File: src/rtl/core/gn_pkg.sv
`timescale 1ns / 1ps
// ----------------------------------------------------------------------------
// gn_pkg
// Shared types and constants for the 2D gradient noise pipeline.
// ----------------------------------------------------------------------------
package gn_pkg;

   localparam int GRID_W_DEF = 64;
   localparam int GRID_H_DEF = 64;

   localparam int COORD_W = 32;
   localparam int FRAC_W  = 16;
   localparam int GRAD_W  = 16;
   localparam int IDX_W   = 6;
   localparam int ENTRY_W = 2 * GRAD_W;
   localparam int OFS_W   = FRAC_W + 1;          // offset t or t-1.0, signed
   localparam int DOT_W   = GRAD_W + OFS_W + 1;  // sum of two products
   localparam int DIFF_W  = DOT_W + 1;
   localparam int WT_W    = FRAC_W + 1;          // weight as signed operand
   localparam int PROD_W  = DIFF_W + WT_W;
   localparam int RND_W   = DOT_W - FRAC_W;
   localparam int OUT_W   = 16;
   localparam int SQ_W    = 2 * FRAC_W;
   localparam int CUBE_W  = 3 * FRAC_W;
   localparam int POLY_W  = CUBE_W + 2;

   localparam int SMOOTH_A = 3;
   localparam int SMOOTH_B = 2;

   localparam int NOISE_MAX = 16384;

   localparam logic OP_WRITE = 1'b0;
   localparam logic OP_EVAL  = 1'b1;

   typedef struct packed {
      logic              valid;
      logic              col_odd;
      logic              row_odd;
      logic [FRAC_W-1:0] tx;
      logic [FRAC_W-1:0] ty;
   } gn_rd_type;

endpackage

File: src/rtl/core/gn_smooth.sv
`timescale 1ns / 1ps
// ----------------------------------------------------------------------------
// gn_smooth
// Fade weights s = 3t^2 - 2t^3 in Q0.16 for both axes, three stages.
// ----------------------------------------------------------------------------
module gn_smooth (
   input  logic                        clock,
   input  gn_pkg::gn_rd_type           ctrl,
   output logic [gn_pkg::FRAC_W-1:0]   sx,
   output logic [gn_pkg::FRAC_W-1:0]   sy
);
   import gn_pkg::*;

   logic [FRAC_W-1:0] t_ff  [2];
   logic [SQ_W-1:0]   t2_ff [2];
   logic [SQ_W-1:0]   t2d_ff[2];
   logic [CUBE_W-1:0] t3_ff [2];
   logic [FRAC_W-1:0] s_ff  [2];
   logic [FRAC_W-1:0] t_in  [2];
   logic [POLY_W-1:0] poly  [2];

   assign t_in[0] = ctrl.tx;
   assign t_in[1] = ctrl.ty;

   always_comb begin
      for (int i = 0; i < 2; i++) begin
         poly[i] = POLY_W'({t2d_ff[i], {FRAC_W{1'b0}}}) * POLY_W'(SMOOTH_A)
                 - POLY_W'(t3_ff[i]) * POLY_W'(SMOOTH_B);
      end
   end

   always_ff @(posedge clock) begin
      for (int i = 0; i < 2; i++) begin
         t2_ff[i]  <= SQ_W'(t_in[i]) * SQ_W'(t_in[i]);
         t_ff[i]   <= t_in[i];
         t3_ff[i]  <= CUBE_W'(t2_ff[i]) * CUBE_W'(t_ff[i]);
         t2d_ff[i] <= t2_ff[i];
         s_ff[i]   <= poly[i][CUBE_W-1:SQ_W];
      end
   end

   assign sx = s_ff[0];
   assign sy = s_ff[1];

endmodule

File: config.mk
export PLATFORM = sky130hd
export DESIGN_NAME = gn_smooth
export DESIGN_NICKNAME = d
export VERILOG_FILES = /design/src/rtl/core/gn_pkg.sv /design/src/rtl/core/gn_smooth.sv
export SDC_FILE = /design/constraint.sdc
export NUM_CORES = 2
export LEC_CHECK = 0
export BUFFER_PORTS_ARGS = -buffer_cell sky130_fd_sc_hd__buf_2
export CORE_UTILIZATION = 30
export CTS_CLUSTER_DIAMETER = 80
export DETAILED_ROUTE_END_ITERATION = 7
export PLACE_DENSITY = 0.48
export SLEW_MARGIN = 20
export SYNTH_ARGS = -nofsm -noshare
export SYNTH_HDL_FRONTEND = slang
export SYNTH_SLANG_ARGS = --single-unit
File: constraint.sdc
create_clock -name clock -period 6.7 [get_ports clock]
set_clock_uncertainty 0.1 [all_clocks]
set_input_delay 1.005 -clock clock [delete_from_list [all_inputs] [get_ports clock]]
set_output_delay 1.005 -clock clock [all_outputs]
set_load 0.03 [all_outputs]
### Yosys cells after proc, flatten, opt, wreduce, memory -nomap -nowiden

Memory sizes are Yosys's and may differ from the RTL's.
Index checks and enable logic that the tools add are counted.

| storage, ports and cells | value |
|---|---|
| output and inout port bits | 32 |
| bits of input ports | 36 |
| memories | 5 |
| memory bits (writable) | 288 |
| register bits | 0 |

Memories:

| memory | depth | width | rd ports | clocked after Yosys merged registers in | write ports | line | text |
|---|---|---|---|---|---|---|---|
| t3_ff | 2 | 48 | 2 | 0 | 2 | gn_smooth.sv:17 | `logic [CUBE_W-1:0] t3_ff [2];` |
| t2_ff | 2 | 32 | 2 | 0 | 2 | gn_smooth.sv:15 | `logic [SQ_W-1:0] t2_ff [2];` |
| t2d_ff | 2 | 32 | 2 | 0 | 2 | gn_smooth.sv:16 | `logic [SQ_W-1:0] t2d_ff[2];` |
| s_ff | 2 | 16 | 2 | 0 | 2 | gn_smooth.sv:18 | `logic [FRAC_W-1:0] s_ff [2];` |
| t_ff | 2 | 16 | 2 | 0 | 2 | gn_smooth.sv:14 | `logic [FRAC_W-1:0] t_ff [2];` |

| cells by class | value |
|---|---|
| $add $sub $neg | 2 |
| multiply operators | 6 |

Operators with widths:

| kind | number |
|---|---|
| multiplier 32 x 16 -> 48 bit | 2 |
| subtractor 48 bit | 2 |
| multiplier 16 x 16 -> 32 bit | 2 |
| multiplier 32 x 2 -> 32 bit (second input constant) | 2 |

### Longest topological paths before layout

An unclocked memory read counts as a cell.

| depth | value |
|---|---|
| word-level depth | 3 |
| mapped depth | 25 |
| mapped depth without buffers | 24 |

### Worst setup path after synthesis

No wires, ideal clock.

| path | value |
|---|---|
| path kind | input port to flip-flop |
| from | input port ctrl[1] (netlist bit) |
| to | memory t2_ff[0][56] (netlist bit) |
| buffers on the path | 2 |
| data required time | 6.473 ns |
| setup slack | -0.266 ns |
| library setup time | 0.127 ns |
| stages | 24 |
| arrival | 6.739 ns |
| path through | clkbuf_1 > clkbuf_1 > nand2_1 > fa_1 > inv_1 > fa_1 > inv_1 > fa_1 > inv_1 > fa_1 > inv_1 > fa_1 > fa_1 > inv_1 > ha_1 > a21o_1 > a21oi_1 > o21ai_0 > a221o_1 > a31oi_1 > o21bai_1 > a2111oi_0 > nor3_1 > xor2_1 |

RTL lines:

| element | line | text |
|---|---|---|
| start, declared | gn_smooth.sv:8 | `input gn_pkg::gn_rd_type ctrl,` |
| end, declared | gn_smooth.sv:15 |  |

==> metrics.csv <==
metric;value;unit
status;finished clean;
global-route wire length before repair;244000;um
Layout fillers;19700;
number of failing setup endpoints in the final timing report;0;
count of TritonRoute iterations in the first routing pass;5;
count of boundary I/O pins;68;
per-cell routed wire length;15.9;um
FFs w/ async S/R, synth;0;%
Core Region;0.190;sq mm
root cell of the clock tree;sky130_fd_sc_hd__clkbuf_16;
total wire length;148000;um
register cell area after layout;0.00560;sq mm
growth of design area from synthesis to finish;13.7;%
Worst EP arrival;6800;ps
sequence of cells on the critical path;buf_4 > nand2_1 > fa_1 > inv_1 > fa_1 > inv_1 > fa_1 > inv_1 > fa_1 > fa_1 > inv_1 > fa_1 > inv_1 > ha_1 > and2_1 > nand3_1 > or3_1 > o22ai_1 > a21oi_1 > buf_4 > o21ai_1 > nand4_1 > o311ai_1;
site row count;160;
share of layout cells above drive strength 1;9.59;%
post-route antenna net violation count;0;
minimum clock period;6450;ps
worst-margin pin slew;1050;ps
Primary FF master, synth;sky130_fd_sc_hd__dfxtp_1;
initial core utilization;30.2;%
critical path capture point type;register;
leading area contributor after synthesis;sky130_fd_sc_hd__fa_1;
number of enable-type register cells in the synthesized netlist;0;
fin nets;8491;
Overall Global Routing Usage;15.7;%
Cell variety after synth;83;
slowest stage cell, crit path;sky130_fd_sc_hd__fa_1;
Hold Slack;403;ps
Port-buffer cells;64;
slew margin rel.;28.0;%
Total Die Area;0.193;sq mm
Worst-Skew Late Latency;600;ps
antenna violations before repair;7;
type of the worst setup path;register to register;
highest achievable clock rate;155;MHz
ratio of final minimum period to clock period;96.3;%
weighted congestion reported at the end of routability-driven placement;0.833;
ratio of routed vias to standard cells;4.53;
TritonCTS clock tree;done;
hpwl dp;124000;um
Die Height;439;um
DRT iter0 DRCs;1782;
Critical Path Max Stage Delay;520;ps
H-tree depth reported by CTS;2;
Yosys warning total;0;
area of combinational cells with multiple inputs;0.0455;sq mm
type of the worst min-delay path;register to register;
DR DRC count;0;
post-synthesis register bit count;278;
vias in the first global route;45500;
mean cell area of the mapped netlist;8.94;sq um
number of vias in the routed layout;42100;
Data required, critical path;7050;ps
CP Launch Type;register;
clk slew on worst S/H paths;60;ps
post-synthesis instance area;0.0573;sq mm
Yosys top cell area share;40.2;%
maximum number of pins on one net before global-route repair;46;
number of buffers added for setup after CTS;0;
biggest area contributors in the synthesized netlist;sky130_fd_sc_hd__fa_1 40%, sky130_fd_sc_hd__ha_1 12%, sky130_fd_sc_hd__dfxtp_1 9.7%;
clock buffer count from CTS;39;
count of pins over their slew limit;0;
number of violations of the max-capacitance limit;0;
Clock Sinks;278;
clk buf depth;3;
part of the Yosys area used for sequential elements;9.71;%
final count of hold timing violations;0;
die extent in x;439;um
peak fanout along the critical path;14;
most frequent cell on the critical path;sky130_fd_sc_hd__fa_1;
Synth Instances;6414;
total congestion overflow;0;
## synth_stat cells (4+ instances only)
library cell and n:
sky130_fd_sc_hd__o21ai_0 87, sky130_fd_sc_hd__xnor2_1 163, sky130_fd_sc_hd__inv_1 1465, sky130_fd_sc_hd__o21bai_1 35, sky130_fd_sc_hd__a22oi_1 4, sky130_fd_sc_hd__o211ai_1 13, sky130_fd_sc_hd__xor2_1 78, sky130_fd_sc_hd__a211oi_2 4
sky130_fd_sc_hd__a21oi_1 211, sky130_fd_sc_hd__o31a_1 4, sky130_fd_sc_hd__a41oi_1 7, sky130_fd_sc_hd__nor2b_1 33, sky130_fd_sc_hd__a311oi_1 6, sky130_fd_sc_hd__nor3_1 41, sky130_fd_sc_hd__or2_2 14, sky130_fd_sc_hd__o211a_1 6
sky130_fd_sc_hd__nand2b_1 28, sky130_fd_sc_hd__a211o_1 6, sky130_fd_sc_hd__clkbuf_1 223, sky130_fd_sc_hd__mux2_2 4, sky130_fd_sc_hd__nor4_1 11, sky130_fd_sc_hd__and3_1 26, sky130_fd_sc_hd__a221o_1 5, sky130_fd_sc_hd__mux2i_1 5
sky130_fd_sc_hd__fa_1 1151, sky130_fd_sc_hd__a211oi_1 21, sky130_fd_sc_hd__and2_1 505, sky130_fd_sc_hd__and4_1 6, sky130_fd_sc_hd__o31ai_1 10, sky130_fd_sc_hd__o21ai_1 16, sky130_fd_sc_hd__dfxtp_1 278, sky130_fd_sc_hd__a21o_1 135
sky130_fd_sc_hd__a31oi_1 22, sky130_fd_sc_hd__ha_1 554, sky130_fd_sc_hd__a21boi_0 7, sky130_fd_sc_hd__a2111oi_0 5, sky130_fd_sc_hd__nand2_1 866, sky130_fd_sc_hd__nor2_1 162, sky130_fd_sc_hd__or3_1 9, sky130_fd_sc_hd__nand3_1 61
sky130_fd_sc_hd__nand4_1 29, sky130_fd_sc_hd__o21a_1 27, sky130_fd_sc_hd__a221oi_1 4
## cells in the final DEF, fill, tap and decap left out, drive strengths merged, types with 41 or more instances in the layout
master	synthesis	layout
buf	2	503
nand2	866	866
clkbuf	223	48
dfxtp	278	278
nor2	162	162
ha	554	554
inv	1465	1472
fa	1151	1151
xor2	78	78
xnor2	163	163
nand3	61	61
nor3	41	41
o21ai	106	106
a21oi	214	214
and2	506	506
a21o	135	135
## state kept, by name, summed over array words and instances, names as in the netlist
register and count:
t2d_ff 62, t_ff 32, s_ff 32, t3_ff 92, t2_ff 60
## final cells by class
class                           count  area share [%]
Inverter                         1465            8.44
Timing Repair Buffer              503            6.32
Clock buffer                       48            1.63
Antenna cell                        1         0.00384
Tap cell                         2511            4.82
Multi-Input combinational cell   4463            69.8
Clock inverter                     20           0.382
Sequential cell                   278            8.60
## stage by stage
step                instance area [sq um]  setup slack (ps)  std cells  util, %  TNS [ps]
floorplan                           57400              12.9       6431        -         0
global placement                    63800              -291       9220     33.6     -2390
detailed placement                  63800              -264       9220     33.6     -2740
CTS                                 65100              17.8       9288     34.3         0
global route                        65200             -5.38       9288     34.3     -5.38
finish                              65200               248       9289     34.3         0
## final timing paths
path	startpoint	end	slack, ps	cells after the start
min reg2reg	t2_ff[0][8]$_DFF_P_	t2d_ff[0][8]$_DFF_P_	400	0
max reg2reg	t2_ff[0][57]$_DFF_P_	t3_ff[0][91]$_DFF_P_	250	23
max	t2_ff[0][57]$_DFF_P_	t3_ff[0][91]$_DFF_P_	250	23
min	t2_ff[0][8]$_DFF_P_	t2d_ff[0][8]$_DFF_P_	400	0
## kinds of logic (layout without fill, tap and decap cells)
logic type / Yosys count / after routing / synth area share [%]
AO/OA/AOI/OAI: 686 / 686 / 8.00
adder cells (fa/ha/maj): 1705 / 1705 / 52.3
flip-flops: 278 / 278 / 9.71
other: 2 / 20 / 0.0131
AND/OR/NAND/NOR: 1803 / 1803 / 15.0
XOR/XNOR: 241 / 241 / 3.68
multiplexers: 9 / 9 / 0.166
buffers and inverters: 1690 / 2036 / 11.1
## per-layer routing
layer  vias to the layer above  track usage, %  wire (um)
met3                       144            1.72       5340
met2                       690            25.7      67500
li1                      20100               -          -
met4                         0            2.91       2440
met5                         -               0          0
met1                     21200            22.5      72500
## critical path: cells and delay by family, from the launching register on
kind | cells | cell delay (ps)
adders and majority gates | 7 | 3260
and+or+nand+nor | 5 | 900
AOI/OAI and AO/OA | 4 | 810
buffers and inverters | 7 | 740
DFF | 1 | 500
## what timing repair did
| item | in CTS | in global routing |
|---|---|---|
| hold endpoints to repair | 0 | 0 |
| resized for setup | 5 | 32 |
| endpoints found under the setup margin | 3 | 21 |
| hold buffers | 0 | 0 |
| pin swaps | 0 | 1 |
Power is left out: the tool's default activity adds up to more than one toggle a clock period on the data nets, which glitch-free logic cannot reach.
